File: src/hdl/fpwm_pkg.sv
`timescale 1ns / 1ps
// ----------------------------------------------------------------------------
// fpwm_pkg
// Shared types and constants of the flow pulse window monitor.
// ----------------------------------------------------------------------------
package fpwm_pkg;

  localparam int unsigned TIME_W  = 32;
  localparam int unsigned COUNT_W = 16;

  localparam logic [COUNT_W-1:0] WINDOW_TICKS_RST = 16'd100;

  typedef enum logic {
    OP_POLL    = 1'b0,
    OP_CAPTURE = 1'b1
  } op_t;

  typedef enum logic [1:0] {
    ST_OFF     = 2'd0,
    ST_STARTED = 2'd1,
    ST_ON      = 2'd2,
    ST_STOPPED = 2'd3
  } flow_state_t;

  typedef struct packed {
    op_t                operation;
    logic [TIME_W-1:0]  sys_tick;
    logic [COUNT_W-1:0] live_pulse_count;
    logic [COUNT_W-1:0] capture_ticks;
    logic [COUNT_W-1:0] capture_pulses;
  } in_item_t;

  typedef struct packed {
    flow_state_t        flow_state;
    logic [COUNT_W-1:0] volume_delta;
    logic               rate_valid;
    logic [COUNT_W-1:0] rate_pulse_diff;
    logic [COUNT_W-1:0] rate_tick_diff;
    logic               point_symbol;
  } out_item_t;

  typedef struct packed {
    logic cap_armed;
    logic cap_pending;
  } eval_status_t;

endpackage

File: src/hdl/fpwm_if.sv
`timescale 1ns / 1ps
// ----------------------------------------------------------------------------
// fpwm_if
// Request, result and configuration channels of the flow pulse window monitor.
// ----------------------------------------------------------------------------
interface fpwm_in_if;
  logic                            valid;
  logic                            ready;
  logic                            operation;
  logic [fpwm_pkg::TIME_W-1:0]     sys_tick;
  logic [fpwm_pkg::COUNT_W-1:0]    live_pulse_count;
  logic [fpwm_pkg::COUNT_W-1:0]    capture_ticks;
  logic [fpwm_pkg::COUNT_W-1:0]    capture_pulses;

  modport source (output valid, operation, sys_tick, live_pulse_count,
                  capture_ticks, capture_pulses, input ready);
  modport sink   (input valid, operation, sys_tick, live_pulse_count,
                  capture_ticks, capture_pulses, output ready);
endinterface

interface fpwm_out_if;
  logic                            valid;
  logic                            ready;
  logic [1:0]                      flow_state;
  logic [fpwm_pkg::COUNT_W-1:0]    volume_delta;
  logic                            rate_valid;
  logic [fpwm_pkg::COUNT_W-1:0]    rate_pulse_diff;
  logic [fpwm_pkg::COUNT_W-1:0]    rate_tick_diff;
  logic                            point_symbol;

  modport source (output valid, flow_state, volume_delta, rate_valid,
                  rate_pulse_diff, rate_tick_diff, point_symbol, input ready);
  modport sink   (input valid, flow_state, volume_delta, rate_valid,
                  rate_pulse_diff, rate_tick_diff, point_symbol, output ready);
endinterface

interface fpwm_cfg_if;
  logic                            valid;
  logic                            ready;
  logic [fpwm_pkg::COUNT_W-1:0]    window_ticks;

  modport source (output valid, window_ticks, input ready);
  modport sink   (input valid, window_ticks, output ready);
endinterface

File: src/hdl/fpwm_eval.sv
`timescale 1ns / 1ps
// ----------------------------------------------------------------------------
// fpwm_eval
// Window state and per-request evaluation: capture latch, window check,
// volume and rate deltas, flow status and blink phase.
// ----------------------------------------------------------------------------
module fpwm_eval (
  input  logic                           clk,
  input  logic                           rst_n,
  input  logic                           fire,
  input  fpwm_pkg::in_item_t             item,
  input  logic [fpwm_pkg::COUNT_W-1:0]   window_ticks,
  output logic                           has_result,
  output fpwm_pkg::out_item_t            result,
  output fpwm_pkg::eval_status_t         status
);

  logic [fpwm_pkg::TIME_W-1:0]  last_time_r;
  logic [fpwm_pkg::COUNT_W-1:0] last_live_r;
  logic [fpwm_pkg::COUNT_W-1:0] prev_pulses_r;
  logic [fpwm_pkg::COUNT_W-1:0] prev_ticks_r;
  logic [fpwm_pkg::COUNT_W-1:0] held_pulses_r;
  logic [fpwm_pkg::COUNT_W-1:0] held_ticks_r;
  logic                         cap_pending_r;
  logic                         cap_armed_r;
  fpwm_pkg::flow_state_t        state_r;
  fpwm_pkg::flow_state_t        state_nxt;
  logic                         blink_r;

  logic                         is_capture;
  logic [fpwm_pkg::TIME_W-1:0]  elapsed;
  logic                         window_open;
  logic [fpwm_pkg::COUNT_W-1:0] vol;
  logic                         moving;
  logic [fpwm_pkg::COUNT_W-1:0] pd_raw;
  logic [fpwm_pkg::COUNT_W-1:0] td_raw;
  logic                         rate_ok;

  assign is_capture  = (item.operation == fpwm_pkg::OP_CAPTURE);
  assign elapsed     = item.sys_tick - last_time_r;
  assign window_open = !is_capture &&
                       (elapsed >= {{(fpwm_pkg::TIME_W-fpwm_pkg::COUNT_W){1'b0}},
                                    window_ticks});
  assign vol         = item.live_pulse_count - last_live_r;
  assign moving      = (vol != '0);
  assign pd_raw      = held_pulses_r - prev_pulses_r;
  assign td_raw      = held_ticks_r - prev_ticks_r;
  assign rate_ok     = cap_pending_r && (td_raw > 16'd1);

  always_comb begin
    case (state_r)
      fpwm_pkg::ST_OFF:     state_nxt = moving ? fpwm_pkg::ST_STARTED : fpwm_pkg::ST_OFF;
      fpwm_pkg::ST_STARTED: state_nxt = moving ? fpwm_pkg::ST_ON : fpwm_pkg::ST_STOPPED;
      fpwm_pkg::ST_ON:      state_nxt = moving ? fpwm_pkg::ST_ON : fpwm_pkg::ST_STOPPED;
      fpwm_pkg::ST_STOPPED: state_nxt = moving ? fpwm_pkg::ST_STARTED : fpwm_pkg::ST_OFF;
      default:              state_nxt = fpwm_pkg::ST_OFF;
    endcase
  end

  assign has_result             = window_open;
  assign result.flow_state      = state_nxt;
  assign result.volume_delta    = vol;
  assign result.rate_valid      = rate_ok;
  assign result.rate_pulse_diff = rate_ok ? pd_raw : '0;
  assign result.rate_tick_diff  = rate_ok ? td_raw : '0;
  assign result.point_symbol    = moving & blink_r;

  assign status.cap_armed   = cap_armed_r;
  assign status.cap_pending = cap_pending_r;

  always_ff @(posedge clk) begin
    if (!rst_n) begin
      last_time_r   <= '0;
      last_live_r   <= '0;
      prev_pulses_r <= '0;
      prev_ticks_r  <= '0;
      held_pulses_r <= '0;
      held_ticks_r  <= '0;
      cap_pending_r <= 1'b0;
      cap_armed_r   <= 1'b1;
      state_r       <= fpwm_pkg::ST_OFF;
      blink_r       <= 1'b1;
    end else if (fire) begin
      if (is_capture && cap_armed_r) begin
        held_ticks_r  <= item.capture_ticks;
        held_pulses_r <= item.capture_pulses;
        cap_pending_r <= 1'b1;
        cap_armed_r   <= 1'b0;
      end
      if (window_open) begin
        last_time_r <= item.sys_tick;
        last_live_r <= item.live_pulse_count;
        if (cap_pending_r) begin
          prev_pulses_r <= held_pulses_r;
          prev_ticks_r  <= held_ticks_r;
          cap_pending_r <= 1'b0;
        end
        state_r     <= state_nxt;
        if (moving) begin
          blink_r <= ~blink_r;
        end
        cap_armed_r <= 1'b1;
      end
    end
  end

endmodule

File: src/hdl/flow_pulse_window_monitor.sv
`timescale 1ns / 1ps
// ----------------------------------------------------------------------------
// flow_pulse_window_monitor
// Flow-meter pulse window monitor: latches capture snapshots and, once per
// elapsed window, reports volume delta, flow status, rate deltas and blink.
// ----------------------------------------------------------------------------
//  channel   dir  handshake        payload
//  in_chan   in   valid / ready    operation, sys_tick, live_pulse_count,
//                                  capture_ticks, capture_pulses
//  out_chan  out  valid / ready    flow_state, volume_delta, rate_valid,
//                                  rate_pulse_diff, rate_tick_diff, point_symbol
//  cfg_chan  in   valid / ready    window_ticks
//
//  One request per cycle unless stalled; a request that opens a window is
//  held in the request register, its result then in the result register.
//  Reset (rst_n low, synchronous) restores window_ticks to 100, arms capture.
//  A request stalls in the request register only when it opens a window while
//  the result register holds an untaken result; cfg_chan is always ready.
// ----------------------------------------------------------------------------
module flow_pulse_window_monitor (
  input  logic              clk,
  input  logic              rst_n,
  fpwm_in_if.sink           in_chan,
  fpwm_out_if.source        out_chan,
  fpwm_cfg_if.sink          cfg_chan
);

  logic [fpwm_pkg::COUNT_W-1:0] window_r;
  logic                         req_valid_r;
  fpwm_pkg::in_item_t           req_r;
  logic                         out_valid_r;
  fpwm_pkg::out_item_t          out_r;

  logic                         req_fire;
  logic                         has_result;
  fpwm_pkg::out_item_t          result;
  fpwm_pkg::eval_status_t       eval_status;

  assign cfg_chan.ready = 1'b1;

  always_ff @(posedge clk) begin
    if (!rst_n) begin
      window_r <= fpwm_pkg::WINDOW_TICKS_RST;
    end else if (cfg_chan.valid) begin
      window_r <= cfg_chan.window_ticks;
    end
  end

  assign req_fire      = req_valid_r && (!has_result || !out_valid_r || out_chan.ready);
  assign in_chan.ready = !req_valid_r || req_fire;

  always_ff @(posedge clk) begin
    if (!rst_n) begin
      req_valid_r <= 1'b0;
    end else if (in_chan.ready) begin
      req_valid_r <= in_chan.valid;
    end
  end

  always_ff @(posedge clk) begin
    if (in_chan.valid && in_chan.ready) begin
      req_r.operation        <= fpwm_pkg::op_t'(in_chan.operation);
      req_r.sys_tick         <= in_chan.sys_tick;
      req_r.live_pulse_count <= in_chan.live_pulse_count;
      req_r.capture_ticks    <= in_chan.capture_ticks;
      req_r.capture_pulses   <= in_chan.capture_pulses;
    end
  end

  fpwm_eval u_eval (
    .clk          (clk),
    .rst_n        (rst_n),
    .fire         (req_fire),
    .item         (req_r),
    .window_ticks (window_r),
    .has_result   (has_result),
    .result       (result),
    .status       (eval_status)
  );

  always_ff @(posedge clk) begin
    if (!rst_n) begin
      out_valid_r <= 1'b0;
    end else if (req_fire && has_result) begin
      out_valid_r <= 1'b1;
    end else if (out_chan.ready) begin
      out_valid_r <= 1'b0;
    end
  end

  always_ff @(posedge clk) begin
    if (req_fire && has_result) begin
      out_r <= result;
    end
  end

  assign out_chan.valid           = out_valid_r;
  assign out_chan.flow_state      = out_r.flow_state;
  assign out_chan.volume_delta    = out_r.volume_delta;
  assign out_chan.rate_valid      = out_r.rate_valid;
  assign out_chan.rate_pulse_diff = out_r.rate_pulse_diff;
  assign out_chan.rate_tick_diff  = out_r.rate_tick_diff;
  assign out_chan.point_symbol    = out_r.point_symbol;

  a_no_overwrite: assert property (@(posedge clk) disable iff (!rst_n)
    (out_valid_r && !out_chan.ready) |-> !(req_fire && has_result))
    else $error("result register overwritten while held");

  a_arm_xor_pending: assert property (@(posedge clk) disable iff (!rst_n)
    eval_status.cap_armed != eval_status.cap_pending)
    else $error("capture armed and pending out of step");

  a_rate_valid_ticks: assert property (@(posedge clk) disable iff (!rst_n)
    (out_valid_r && out_r.rate_valid) |-> (out_r.rate_tick_diff > 16'd1))
    else $error("rate valid with tick delta of one or less");

  a_rate_zero: assert property (@(posedge clk) disable iff (!rst_n)
    (out_valid_r && !out_r.rate_valid) |->
      (out_r.rate_tick_diff == '0 && out_r.rate_pulse_diff == '0))
    else $error("rate deltas nonzero while invalid");

  a_accept_loads: assert property (@(posedge clk) disable iff (!rst_n)
    (in_chan.valid && in_chan.ready) |=> req_valid_r)
    else $error("accepted request lost");

endmodule
File: src/flat_wrapper.sv
// flat-port wrapper written by rule: the top's interface ports become plain ports
module flow_pulse_window_monitor_flat 
  (clk, rst_n, in_chan_valid, in_chan_operation, in_chan_sys_tick, in_chan_live_pulse_count, in_chan_capture_ticks, in_chan_capture_pulses, in_chan_ready, out_chan_valid, out_chan_flow_state, out_chan_volume_delta, out_chan_rate_valid, out_chan_rate_pulse_diff, out_chan_rate_tick_diff, out_chan_point_symbol, out_chan_ready, cfg_chan_valid, cfg_chan_window_ticks, cfg_chan_ready);
  fpwm_in_if in_chan_i ();
  fpwm_out_if out_chan_i ();
  fpwm_cfg_if cfg_chan_i ();
  input  logic clk;
  input  logic rst_n;
  input wire logic [$bits(in_chan_i.valid)-1:0] in_chan_valid;
  input wire logic [$bits(in_chan_i.operation)-1:0] in_chan_operation;
  input wire logic [$bits(in_chan_i.sys_tick)-1:0] in_chan_sys_tick;
  input wire logic [$bits(in_chan_i.live_pulse_count)-1:0] in_chan_live_pulse_count;
  input wire logic [$bits(in_chan_i.capture_ticks)-1:0] in_chan_capture_ticks;
  input wire logic [$bits(in_chan_i.capture_pulses)-1:0] in_chan_capture_pulses;
  output wire logic [$bits(in_chan_i.ready)-1:0] in_chan_ready;
  output wire logic [$bits(out_chan_i.valid)-1:0] out_chan_valid;
  output wire logic [$bits(out_chan_i.flow_state)-1:0] out_chan_flow_state;
  output wire logic [$bits(out_chan_i.volume_delta)-1:0] out_chan_volume_delta;
  output wire logic [$bits(out_chan_i.rate_valid)-1:0] out_chan_rate_valid;
  output wire logic [$bits(out_chan_i.rate_pulse_diff)-1:0] out_chan_rate_pulse_diff;
  output wire logic [$bits(out_chan_i.rate_tick_diff)-1:0] out_chan_rate_tick_diff;
  output wire logic [$bits(out_chan_i.point_symbol)-1:0] out_chan_point_symbol;
  input wire logic [$bits(out_chan_i.ready)-1:0] out_chan_ready;
  input wire logic [$bits(cfg_chan_i.valid)-1:0] cfg_chan_valid;
  input wire logic [$bits(cfg_chan_i.window_ticks)-1:0] cfg_chan_window_ticks;
  output wire logic [$bits(cfg_chan_i.ready)-1:0] cfg_chan_ready;
  assign in_chan_i.valid = in_chan_valid;
  assign in_chan_i.operation = in_chan_operation;
  assign in_chan_i.sys_tick = in_chan_sys_tick;
  assign in_chan_i.live_pulse_count = in_chan_live_pulse_count;
  assign in_chan_i.capture_ticks = in_chan_capture_ticks;
  assign in_chan_i.capture_pulses = in_chan_capture_pulses;
  assign in_chan_ready = in_chan_i.ready;
  assign out_chan_valid = out_chan_i.valid;
  assign out_chan_flow_state = out_chan_i.flow_state;
  assign out_chan_volume_delta = out_chan_i.volume_delta;
  assign out_chan_rate_valid = out_chan_i.rate_valid;
  assign out_chan_rate_pulse_diff = out_chan_i.rate_pulse_diff;
  assign out_chan_rate_tick_diff = out_chan_i.rate_tick_diff;
  assign out_chan_point_symbol = out_chan_i.point_symbol;
  assign out_chan_i.ready = out_chan_ready;
  assign cfg_chan_i.valid = cfg_chan_valid;
  assign cfg_chan_i.window_ticks = cfg_chan_window_ticks;
  assign cfg_chan_ready = cfg_chan_i.ready;
  flow_pulse_window_monitor u_core (.clk(clk), .rst_n(rst_n), .in_chan(in_chan_i), .out_chan(out_chan_i), .cfg_chan(cfg_chan_i));
endmodule
File: config.mk
export PLATFORM = sky130hd
export DESIGN_NAME = flow_pulse_window_monitor_flat
export DESIGN_NICKNAME = d
export VERILOG_FILES = /design/src/hdl/fpwm_pkg.sv /design/src/hdl/fpwm_if.sv /design/src/hdl/fpwm_eval.sv /design/src/hdl/flow_pulse_window_monitor.sv /design/src/flat_wrapper.sv
export SDC_FILE = /design/constraint.sdc
export NUM_CORES = 1
export LEC_CHECK = 0
export ABC_AREA = 1
export BUFFER_PORTS_ARGS = -buffer_cell sky130_fd_sc_hd__buf_2
export CORE_MARGIN = 4
export CORE_UTILIZATION = 50
export DETAILED_ROUTE_END_ITERATION = 7
export HOLD_SLACK_MARGIN = 0.15
export PLACE_DENSITY_LB_ADDON = 0.05
export SLEW_MARGIN = 20
export SYNTH_ARGS = -nofsm -noshare
export SYNTH_HDL_FRONTEND = slang
export SYNTH_HIERARCHICAL = 1
export SYNTH_SLANG_ARGS = --single-unit
File: constraint.sdc
create_clock -name clk -period 5.4 [get_ports clk]
set_clock_uncertainty 0.2 [all_clocks]
set_input_delay 0.81 -clock clk [delete_from_list [all_inputs] [get_ports clk]]
set_output_delay 0.81 -clock clk [all_outputs]
set_load 0.02 [all_outputs]
# --- Word level (Yosys, flattened, before mapping) ---
# Cells that the tools add are included.
op_classes:
  order_cmp: 2
  eq_ne: 3
  n_reduce_logical: 24
  addsub: 4
  mux: 10
  bitwise: 2
ops:
  columns: ["op", "n"]
  rows:
  - ["$sub A16 B16 Y16", 3]
  - ["$ge A32 B16 Y1", 1]
  - ["$sub A32 B32 Y32", 1]
  - ["$gt A16 B1 Y1 const B", 1]
  - ["$reduce_bool A16 Y1", 1]
  - ["$mux W1", 9]
  - ["$logic_and A1 B1 Y1", 6]
  - ["$reduce_and A2 Y1", 3]
  - ["$reduce_and A3 Y1", 2]
  - ["$eq A2 B2 Y1 const B", 2]
  - ["$logic_not A1 Y1", 4]
  - ["$pmux W2 S2", 1]
  - ["$reduce_bool A2 Y1", 2]
  - ["$reduce_or A2 Y1", 2]
  - ["$logic_or A1 B1 Y1", 3]
  - ["$eq A2 B1 Y1 const B", 1]
  - ["$logic_not A2 Y1", 1]
  - ["$and A1 B1 Y1", 1]
  - ["$not A1 Y1", 1]
word_totals:
  inputBits: 102
  output_inout_bits: 55
  elab_cells: 69
  register_bits: 268

# --- Longest topological paths before layout ---
# Gate-level depths: netlist of run 1.
logic_depth:
  ltp_word: 9
  depth_mapped: 31
  ltp_nobuf: 30

# --- By module ---
# The synthesis of run 1 kept the hierarchy.
by_module_without_submodules:
  columns: ["module", "seq_area_each_um2", "n_inst", "area_per_inst_um2", "cells_per_inst"]
  rows:
  - ["fpwm_eval", 2342.2, 1, 9868.2, 1605]
  - ["flow_pulse_window_monitor", 4354.2, 1, 4664.5, 221]

# --- Worst setup path before layout of run 1 ---
# No wires, ideal clock.
synth_path:
  path_kind: "reg2reg"
  start: "reg u_core/req_r[48] (netlist bit)"
  end: "reg u_core/req_r[0] (netlist bit), enable pin"
  t_arrival_ns: 4.551
  setup_slack_ns: 0.214
  stages_incl_launch_ff: 26
  path_buffers: 0
  t_required_ns: 4.765
  period_less_slack_ns: 5.186
  setup_time_ns: 0.435
  cell_sequence: "edfxtp_1 > inv_1 > ha_1 > fa_1 > inv_1 > nand2_1 > nand3_1 > nand2_1 > nand2_2 > xor2_1 > ha_1 > nand2_1 > nor2_1 > a211oi_1 > nand2_1 > nor2_1 > nand2_1 > nor2_1 > nand2_1 > nor2_1 > nand2_2 > nand2_1 > inv_1 > nand4_1 > nand2_1 > inv_1"
synth_via:
  elab_chain_cells: 9
synth_rtl:
  columns: ["item", "line", "rtl"]
  rows:
  - ["start: declaration", "flow_pulse_window_monitor.sv:30", "fpwm_pkg::in_item_t req_r;"]
  - ["$sub A32 B32 Y32", "fpwm_eval.sv:40", "assign elapsed = item.sys_tick - last_time_r;"]
  - ["$ge A32 B16 Y1", "fpwm_eval.sv:42", "(elapsed >= {{(fpwm_pkg::TIME_W-fpwm_pkg::COUNT_W){1'b0}},"]
  - ["$logic_and A1 B1 Y1", "fpwm_eval.sv:41", "assign window_open = !is_capture &&"]
  - ["via u_core.has_result", "flow_pulse_window_monitor.sv:35", "logic has_result;"]
  - ["$logic_not A1 Y1", "flow_pulse_window_monitor.sv:49", "assign req_fire = req_valid_r && (!has_result || !out_valid_r || out_chan.ready);"]
  - ["$logic_or A1 B1 Y1 (2 in series)", "flow_pulse_window_monitor.sv:49", null]
  - ["$logic_and A1 B1 Y1", "flow_pulse_window_monitor.sv:49", null]
  - ["$logic_or A1 B1 Y1", "flow_pulse_window_monitor.sv:50", "assign in_chan.ready = !req_valid_r || req_fire;"]
  - ["via in_chan_ready", "flat_wrapper.sv:15", "output wire logic [$bits(in_chan_i.ready)-1:0] in_chan_ready;"]
  - ["$logic_and A1 B1 Y1", "flow_pulse_window_monitor.sv:61", "if (in_chan.valid && in_chan.ready) begin"]
# The timed path passes the listed nets, and every way through them passes these cells.
# A chain may end at the register's enable or synchronous reset.

# --- Worst setup path after layout of run 1 ---
layout_path:
  start: "reg u_core/req_r[52] (netlist bit)"
  end: "out in_chan_ready"
layout_via:
  elab_chain_cells: 8
layout_rtl:
  columns: ["item", "line"]
  rows:
  - ["$sub A32 B32 Y32", "fpwm_eval.sv:40"]
  - ["$ge A32 B16 Y1", "fpwm_eval.sv:42"]
  - ["$logic_and A1 B1 Y1", "fpwm_eval.sv:41"]
  - ["via u_core.has_result", "flow_pulse_window_monitor.sv:35"]
  - ["$logic_not A1 Y1", "flow_pulse_window_monitor.sv:49"]
  - ["$logic_or A1 B1 Y1 (2 in series)", "flow_pulse_window_monitor.sv:49"]
  - ["$logic_and A1 B1 Y1", "flow_pulse_window_monitor.sv:49"]
  - ["$logic_or A1 B1 Y1", "flow_pulse_window_monitor.sv:50"]
  - ["end: declaration", "flat_wrapper.sv:15"]
# The timed path passes the listed nets, and every way through them passes these cells.

==> results of run 1 <==
final cells by class:
cell class                      instances  share of cell area (%)
Clock buffer                           43                    4.98
Timing Repair Buffer                  165                    5.42
Multi-Input combinational cell       1222                    38.9
Antenna cell                            1                  0.0151
Clock inverter                         11                   0.790
Tap cell                              384                    2.89
Sequential cell                       268                    40.3
Inverter                              297                    6.72
state kept, by name, indices dropped and copies added (netlist names), 2 cells and up:
signal,count
u_core/u_eval/prev_ticks_r,16
u_core/u_eval/last_time_r,32
u_core/out_chan.rate_tick_diff,16
u_core/out_chan.volume_delta,16
u_core/window_r,16
u_core/u_eval/last_live_r,16
u_core/out_chan.flow_state,2
u_core/req_r,81
u_core/u_eval/held_ticks_r,16
u_core/u_eval/prev_pulses_r,16
u_core/out_chan.rate_pulse_diff,16
u_core/u_eval/held_pulses_r,16
u_core/u_eval/state_r,2
report_power, final:
| part | leakage (nW) | internal, mW | switching, mW |
|---|---|---|---|
| combinational | 5.34 | 0.316 | 0.543 |
| sequential | 2.37 | 2.23 | 0.0413 |
| clock | 0.477 | 1.16 | 0.801 |
| total | 8.19 | 3.71 | 1.39 |
per-stage QoR:
stage          hold WS (ns)  area [µm²]  worst slack, ns  std cells  total power, mW
2_1_floorplan         0.223       14500            0.214       1824             2.95
3_3_place_gp          0.235       15700            0.766       2336             3.17
3_5_place_dp          0.249       15700            0.657       2336             3.18
4_1_cts               0.187       16600            0.351       2390             5.16
5_1_grt               0.195       16600          0.00153       2391             5.38
6_report              0.215       16600            0.397       2391             5.10
cells in the final DEF, fill, tap and decap left out, drive strengths merged, types with 8 or more instances in the layout:
cell type,count
a21oi,69
buf,165
clkbuf,43
dfxtp,135
edfxtp,133
ha,92
inv,299
nand2,488
nand3,58
nand4,16
nor2,271
nor3,14
o21ai,110
o21bai,8
xnor2,16
xor2,40
metal layers:
layer | wire length, µm | GRT usage (%) | vias to the layer above
met4 | 1020 | 6.04 | 0
met3 | 1290 | 2.27 | 52
met2 | 15300 | 35.5 | 207
met1 | 14700 | 27.1 | 5208
li1 | - | - | 6095
met5 | 0 | 0 | -
worst paths after layout:
kind,endpoint,slack (ns),depth (start not counted)
max,in_chan_ready,0.40,23
min,u_core/req_r[4],0.22,1
max reg2reg,u_core/u_eval/held_ticks_r[0],0.67,29
min reg2reg,u_core/u_eval/held_pulses_r[7],0.26,2
repair_timing:
item,in CTS,in global routing
endpoints found under the setup margin,0,1
hold buffers,0,0
resized for setup,0,1
==> results.sh, run 1 <==
export IMPL_area_growth_pct=14.5
export IMPL_setup_violations_final=0
export IMPL_powerDensity_nw_per_um2=307
export IMPL_ant_nets=0
export IMPL_cts_clk_slew_worst_paths_ns=0.06
export IMPL_cp_common_cell="nand2_1"
export IMPL_critPathArrivalTime_ns=3.99
export IMPL_multi_input_area_um2=6460
export IMPL_syn_avg_cell_area_um2=7.96
export IMPL_post_drt_via_cell_ratio=4.84
export IMPL_slowest_stage="edfxtp_1"
export IMPL_cpLargestDelayFamily="simple AND/OR/NAND/NOR gates"
export IMPL_start_kind="flip-flop"
export IMPL_crit_path_end_kind="output pin"
export IMPL_crit_path_max_incr_delay_ns=0.39
export IMPL_crit_start="u_core/req_r[52]"
export IMPL_cp_cell_sequence="ha_1 -> nand2_1 -> nor2_1 -> nand2_1 -> nand3_1 -> nand2_1 -> nand2_1 -> xor2_1 -> ha_1 -> a21oi_1 -> nor2_1 -> a211oi_1 -> nand2_1 -> nor2_1 -> nand2_1 -> nor2_1 -> nand2_1 -> nor2_1 -> nand2_2 -> nand2_1 -> inv_1 -> nand4_1 -> buf_2"
export IMPL_seqCellArea_um2=6700
export IMPL_grt_pass1_vias=10975
export IMPL_clock_sinks=268
export IMPL_dr_pass1_iters=5
export IMPL_root_buffer="clkbuf_16"
export IMPL_portBuffers=155
export IMPL_yosys_warnings=6
export IMPL_final_util_pct=57.9
export IMPL_synthesis_nets=2022
export IMPL_max_vdd_ir_drop_mv=0.292
export IMPL_relSlewSlack_pct=54.7
export IMPL_rows=62
export IMPL_gp_congestion=0.888
export IMPL_io_pins=157
export IMPL_initial_core_util_pct=50.6
export IMPL_postSynthCellCount=1824
export IMPL_tightest_slew_ns=0.679
export IMPL_overflow=0
export IMPL_fin_crit_sh_pct=92.6
export IMPL_crit_type="reg -> out"
export IMPL_fin_nets=2181
export IMPL_antenna_found_initial=1
export IMPL_die_area_um2=31800
export IMPL_fin_setup_tns_ns=0
export IMPL_wl_mm=32.3
export IMPL_fillers=2738
export IMPL_hold_viol_final=0
export IMPL_grt_max_degree=62
export IMPL_track_usage_pct=20.5
export IMPL_critPathMaxFanout=4
export IMPL_finalCriticalPeriod_ns=5.00
export IMPL_post_drt_wl_per_cell_um=13.5
export IMPL_worstHoldPathType="in -> reg"
export IMPL_drive_above_1_share_pct=13.5
export IMPL_crit_required_ns=4.39
export IMPL_hp_start="in_chan_capture_pulses[4]"
export IMPL_status="completed"
export IMPL_drc=0
export IMPL_drt_initial_drc_count=567
export IMPL_power_leakage_nw=8.19
export IMPL_chipHeight_um=178
export IMPL_post_cts_buffers=0
export IMPL_cts_buffers=29
export IMPL_fp_coreArea_um2=28700
export IMPL_mappedNetlistArea_um2=14500
export IMPL_hpwl_mm=24.7
export IMPL_insertion_delay_ns=0.57
export IMPL_fmax_ghz=0.200
export IMPL_vias=11562
export IMPL_cts_tree="done"
export IMPL_cp_num_buf_inv=2
export IMPL_cts_max_path_buffers=3
export IMPL_htreeDepth=1
export IMPL_die_x_um=178
export IMPL_cap_violations=0
export IMPL_rsz0062_at_grt="no"
export IMPL_maxSlewViolCount=0
export IMPL_grt_pass1_wl_mm=53.2
export IMPL_r2r_start="u_core/req_r[52]"
No activity file was read; power rests on OpenSTA's default activity.
==> inputs of run 2 (changes only) <==
--- a/config.mk
+++ b/config.mk
@@ -5,13 +5,12 @@
 export SDC_FILE = /design/constraint.sdc
 export NUM_CORES = 1
 export LEC_CHECK = 0
-export ABC_AREA = 1
 export BUFFER_PORTS_ARGS = -buffer_cell sky130_fd_sc_hd__buf_2
 export CORE_MARGIN = 4
 export CORE_UTILIZATION = 50
 export DETAILED_ROUTE_END_ITERATION = 7
-export HOLD_SLACK_MARGIN = 0.15
-export PLACE_DENSITY_LB_ADDON = 0.05
+export HOLD_SLACK_MARGIN = 0.03
+export PLACE_DENSITY = 0.7
 export SLEW_MARGIN = 20
 export SYNTH_ARGS = -nofsm -noshare
 export SYNTH_HDL_FRONTEND = slang
==> run 2 against run 1 <==
Effect of this change:
- cell count fell by 17%
- critical endpoint unchanged
- highest routed layer unchanged
- via count shrank 7.5%
- largest cell class unchanged
- synthesized cell count fell by 22%
- the run now ends with setup timing left
- largest power group unchanged
- sequential power hardly changed
- register-to-register slack worse by 0.41 ns
- combinational power down 17%
- power down 3.8%
- clock power decreased by 3%
==> results.sh, run 2 <==
export IMPL_finalNonFillerCells=1974
export IMPL_cts_max_path_buffers=3
export IMPL_crit_required_ns=4.39
export IMPL_drive_above_1_share_pct=17.4
export IMPL_maxSlewViolCount=0
export IMPL_top_register="u_core/req_r"
export IMPL_max_vdd_ir_drop_mv=0.249
export IMPL_crit_start="u_core/req_r[49]"
export IMPL_status="finished, violations left"
export IMPL_tightest_slew_ns=1.04
export IMPL_clock_sinks=268
export IMPL_mappedNetlistArea_um2=13900
export IMPL_hpwl_mm=21.3
export IMPL_cp_cell_sequence="ha_1 -> nor2b_4 -> o31a_1 -> o21a_1 -> nor2_2 -> o21ai_2 -> a21o_1 -> a21oi_2 -> xnor2_1 -> ha_1 -> a21oi_1 -> o21ai_1 -> a21oi_2 -> a21oi_2 -> nor4_2 -> nand4_1 -> nor4b_4 -> nor2_4 -> nand4b_1 -> buf_6"
export IMPL_rsz0062_at_grt="yes"
export IMPL_fmax_ghz=0.178
export IMPL_powerDensity_nw_per_um2=301
export IMPL_portBuffers=155
export IMPL_whs_endpoint="u_core/req_r[34]"
export IMPL_post_drt_via_cell_ratio=5.42
export IMPL_drc=0
export IMPL_layout_commonest_cell="nand2_1"
export IMPL_critPathMaxFanout=4
export IMPL_grt_pass1_vias=10361
export IMPL_postSynthCellCount=1426
export IMPL_grt_max_degree=87
export IMPL_worstHoldPathType="in -> reg"
export IMPL_dr_pass1_iters=5
export IMPL_grt_pass1_wl_mm=50.7
export IMPL_fp_coreArea_um2=27100
export IMPL_setup_slack_ns=-0.233
export IMPL_crit_path_end_kind="output pin"
export IMPL_placedInstanceArea_um2=15100
export IMPL_finalCriticalPeriod_ns=5.63
export IMPL_ant_nets=0
export IMPL_relSlewSlack_pct=30.7
export IMPL_overflow=0
export IMPL_dp_cells=1905
export IMPL_io_pins=157
export IMPL_crit_path_max_incr_delay_ns=0.40
export IMPL_largest_register_ffs=81
export IMPL_r2r_start="u_core/req_r[49]"
export IMPL_track_usage_pct=19.8
export IMPL_post_drt_wl_per_cell_um=15.6
export IMPL_rows=60
export IMPL_yosys_warnings=6
export IMPL_drt_initial_drc_count=715
export IMPL_power_mw=4.90
export IMPL_gp_congestion=0.903
export IMPL_slowest_stage="edfxtp_1"
export IMPL_final_cell_mix="162 x nand2_1, 154 x buf_2, 134 x dfxtp_1"
export IMPL_cts_buffers=29
export IMPL_die_area_um2=30400
export IMPL_hp_start="in_chan_live_pulse_count[2]"
export IMPL_vias=10693
export IMPL_fin_setup_tns_ns=-0.233
export IMPL_cp_common_cell="a21oi_2"
export IMPL_critPathArrivalTime_ns=4.62
export IMPL_cts_clk_slew_worst_paths_ns=0.06
export IMPL_htreeDepth=1
export IMPL_cap_violations=0
export IMPL_pre_cts_slack_ns=-0.0701
export IMPL_cts_tree="done"
export IMPL_final_cell_area_um2=16300
export IMPL_fin_nets=1777
export IMPL_n_antenna_cell=0
export IMPL_power_leakage_nw=6.11
export IMPL_initial_core_util_pct=51.1
export IMPL_hold_viol_final=0
export IMPL_start_kind="flip-flop"
export IMPL_failed_checks="setup timing"
export IMPL_setup_violations_final=1
export IMPL_antenna_found_initial=0
export IMPL_wl_mm=30.8
export IMPL_r2r_setup_slack_ns=0.26
export IMPL_rr_endpoint="u_core/u_eval/prev_pulses_r[1]"
export IMPL_synthesis_nets=1624
export IMPL_root_buffer="clkbuf_16"
export IMPL_insertion_delay_ns=0.55
export IMPL_die_x_um=174
export IMPL_crit_type="reg -> out"
export IMPL_fin_crit_sh_pct=104
export IMPL_min_path_cells=1
export IMPL_syn_avg_cell_area_um2=9.71
export IMPL_area_growth_pct=17.6
export IMPL_chipHeight_um=174
export IMPL_worstRegToRegCells=25
export IMPL_largestRegisters="u_core/req_r x81, u_core/u_eval/last_time_r x32"
-- run 2: metrics by stage --
step	utilization [%]	hold slack, ns
final	60.1	0.231
after global routing	60.1	0.212
after CTS	59.4	0.204
after detailed placement	55.7	0.246
after global placement	55.7	0.241
after floorplan	-	0.235
-- run 2: layout make-up --
cell class,count,area (µm²)
tap,372,465
timing repair buffer,187,1160
inverter,124,465
fill,2350,10800
clock buffer,35,778
sequential,268,6700
multi-input combinational,969,6570
clock inverter,19,154
-- run 2: what timing repair did --
| item | 4_1_cts | 5_1_grt |
|---|---|---|
| endpoints found under the setup margin | 57 | 78 |
| gates cloned | 0 | 3 |
| buffers inserted | 5 | 7 |
| resized for setup | 11 | 15 |
| hold buffers | 0 | 0 |
| pin swaps | 13 | 21 |
-- run 2: worst max-delay path by stage --
stage                     depth (start not counted)                            end  slack, ns
after floorplan                                  22                u_core/req_r[0]      -0.01
after global placement                           24  u_core/u_eval/prev_ticks_r[7]       0.11
after detailed placement                         25  u_core/u_eval/prev_ticks_r[3]      -0.07
after CTS                                        19                  in_chan_ready      -0.36
after global routing                             18                  in_chan_ready      -0.44
final                                            20                  in_chan_ready      -0.23
-- run 2: metal layers --
metal	GRT usage (%)	up-vias	routed length [µm]
met5	0	-	0
met4	5.77	0	762
met3	2.63	53	1350
met2	34.1	230	14800
met1	26.0	5025	13900
li1	-	5385	-
-- run 2: report_power, final --
part	switching [mW]	internal, mW	total [mW]
clock network	0.805	1.12	1.92
registers	0.0430	2.22	2.27
logic	0.411	0.302	0.713
total	1.26	3.64	4.90
-- run 2: worst max-delay path, delay by kind of cell, from the launching register on --
family | cells | cell delay [ns]
AOI/OAI and AO/OA | 9 | 1.46
and+or+nand+nor | 7 | 1.40
adders and majority gates | 2 | 0.60
DFF | 1 | 0.40
buffers and inverters | 1 | 0.15
xor gates and xnor gates | 1 | 0.09
==> inputs of run 3 (changes only) <==
--- a/config.mk
+++ b/config.mk
@@ -9,8 +9,9 @@
 export CORE_MARGIN = 4
 export CORE_UTILIZATION = 50
 export DETAILED_ROUTE_END_ITERATION = 7
+export GPL_ROUTABILITY_DRIVEN = 0
 export HOLD_SLACK_MARGIN = 0.03
-export PLACE_DENSITY = 0.7
+export PLACE_DENSITY = 0.73
 export SLEW_MARGIN = 20
 export SYNTH_ARGS = -nofsm -noshare
 export SYNTH_HDL_FRONTEND = slang
==> run 3 against run 2 <==
Effect of this change:
- non-clock buffer count up 1
- the run still ends with setup timing left
- first-iteration DRC count down 13%
- cell count about the same
- sequential cell count unchanged
- worst hold slack better by 0.018 ns
- combinational power down 0.8%
- sequential share of layout area up 0.090 points
- global-route usage down 0.65 points
- critical path depth down 1
- die area unchanged
==> results.sh, run 3 (synthesis gave the netlist of run 2 again) <==
export IMPL_die_area_um2=30400
export IMPL_drt_initial_drc_count=621
export IMPL_fin_setup_tns_ns=-0.347
export IMPL_cp_common_cell="a21o_1"
export IMPL_cap_violations=0
export IMPL_top_register="u_core/req_r"
export IMPL_crit_type="reg -> out"
export IMPL_initial_core_util_pct=51.1
export IMPL_cp_cell_sequence="ha_4 -> a21o_1 -> or3_4 -> o21a_4 -> a31oi_4 -> o31ai_4 -> a21o_1 -> a21oi_2 -> xnor2_1 -> ha_1 -> a21o_1 -> a21oi_2 -> nand4_1 -> nor4_1 -> nand4_1 -> nor4b_4 -> nor2_4 -> nand4b_1 -> buf_4"
export IMPL_ant_nets=0
export IMPL_pre_cts_slack_ns=-0.0357
export IMPL_status="finished, violations left"
export IMPL_cts_buffers=28
export IMPL_largestRegisters="u_core/req_r x81, u_core/u_eval/last_time_r x32"
export IMPL_hold_buffers=0
export IMPL_cpLargestDelayFamily="simple AND/OR/NAND/NOR gates"
export IMPL_setup_slack_ns=-0.347
export IMPL_post_drt_via_cell_ratio=5.41
export IMPL_rows=60
export IMPL_fin_crit_sh_pct=106
export IMPL_fmax_ghz=0.174
export IMPL_n_antenna_cell=0
export IMPL_area_growth_pct=17.3
export IMPL_failed_checks="setup timing"
export IMPL_finalNonFillerCells=1973
export IMPL_vias=10679
export IMPL_rsz0062_at_grt="yes"
export IMPL_io_pins=157
export IMPL_dr_pass1_iters=5
export IMPL_critPathMaxFanout=3
export IMPL_cts_tree="done"
export IMPL_cp_num_buf_inv=1
export IMPL_setup_violations_final=1
export IMPL_r2r_setup_slack_ns=0.26
export IMPL_die_x_um=174
export IMPL_wl_mm=30.3
export IMPL_portBuffers=155
export IMPL_htreeDepth=1
export IMPL_insertion_delay_ns=0.54
export IMPL_crit_required_ns=4.39
export IMPL_maxSlewViolCount=0
export IMPL_relSlewSlack_pct=28.9
export IMPL_chipHeight_um=174
export IMPL_final_cell_area_um2=16300
export IMPL_critPathArrivalTime_ns=4.74
export IMPL_overflow=0
export IMPL_largest_register_ffs=81
export IMPL_max_vdd_ir_drop_mv=0.268
export IMPL_dp_cells=1908
export IMPL_holdWs_ns=0.249
export IMPL_antenna_found_initial=0
export IMPL_cts_clk_slew_worst_paths_ns=0.06
export IMPL_grt_max_degree=87
export IMPL_worstHoldPathType="in -> reg"
export IMPL_placedInstanceArea_um2=15100
export IMPL_final_cell_mix="162 x nand2_1, 154 x buf_2, 135 x dfxtp_1"
export IMPL_cts_max_path_buffers=3
export IMPL_power_leakage_nw=6.10
export IMPL_grt_pass1_vias=10338
export IMPL_crit_path_end_kind="output pin"
export IMPL_clock_sinks=268
export IMPL_drive_above_1_share_pct=16.8
export IMPL_fp_coreArea_um2=27100
export IMPL_drc=0
export IMPL_hpwl_mm=20.8
export IMPL_hold_viol_final=0
export IMPL_layout_commonest_cell="nand2_1"
export IMPL_powerDensity_nw_per_um2=310
export IMPL_fin_nets=1777
export IMPL_track_usage_pct=19.1
export IMPL_tightest_slew_ns=1.07
export IMPL_post_drt_wl_per_cell_um=15.4
export IMPL_crit_path_max_incr_delay_ns=0.44
export IMPL_finalCriticalPeriod_ns=5.75
export IMPL_slowest_stage="edfxtp_1"
export IMPL_grt_pass1_wl_mm=49.4
export IMPL_root_buffer="clkbuf_16"
export IMPL_start_kind="flip-flop"
## run 3: area by class of cell
class | instances | area (µm²)
clock buffer | 38 | 779
tap | 372 | 465
clock inverter | 14 | 224
multi-input combinational | 969 | 6520
inverter | 124 | 465
timing repair buffer | 188 | 1100
sequential | 268 | 6700
fill | 2312 | 10900
## run 3: what timing repair did
action | in CTS | in global routing
cloned | 0 | 2
buffers inserted | 5 | 6
endpoints found under the setup margin | 53 | 196
gates resized for setup | 9 | 9
pin swaps | 13 | 5
## run 3: per-layer routing
metal	vias to the layer above	wire (µm)	global-route usage [%]
met1	4966	13800	25.8
met5	-	0	0
met3	54	1390	2.48
met2	267	14300	32.5
met4	0	793	5.21
li1	5392	-	-
## run 3: through the flow
step           util (%)  power (mW)
5_1_grt            60.0        5.25
3_3_place_gp       55.6        2.97
6_report           60.0        5.04
3_5_place_dp       55.6        2.98
2_1_floorplan         -        2.80
4_1_cts            59.6        5.08
## run 3: final timing paths
kind | to | cells after the start | startpoint
setup reg to reg | u_core/u_eval/state_r[1] | 22 | u_core/req_r[53]
hold reg to reg | u_core/u_eval/prev_ticks_r[3] | 2 | u_core/u_eval/prev_ticks_r[3]
setup / recovery | in_chan_ready | 19 | u_core/req_r[53]
hold / removal | u_core/req_r[73] | 1 | in_chan_sys_tick[25]
## run 3: power by group
| part | switching (mW) | internal [mW] | total, mW |
|---|---|---|---|
| logic | 0.407 | 0.299 | 0.707 |
| registers | 0.0426 | 2.22 | 2.27 |
| clock network | 0.772 | 1.29 | 2.07 |
| total | 1.22 | 3.82 | 5.04 |
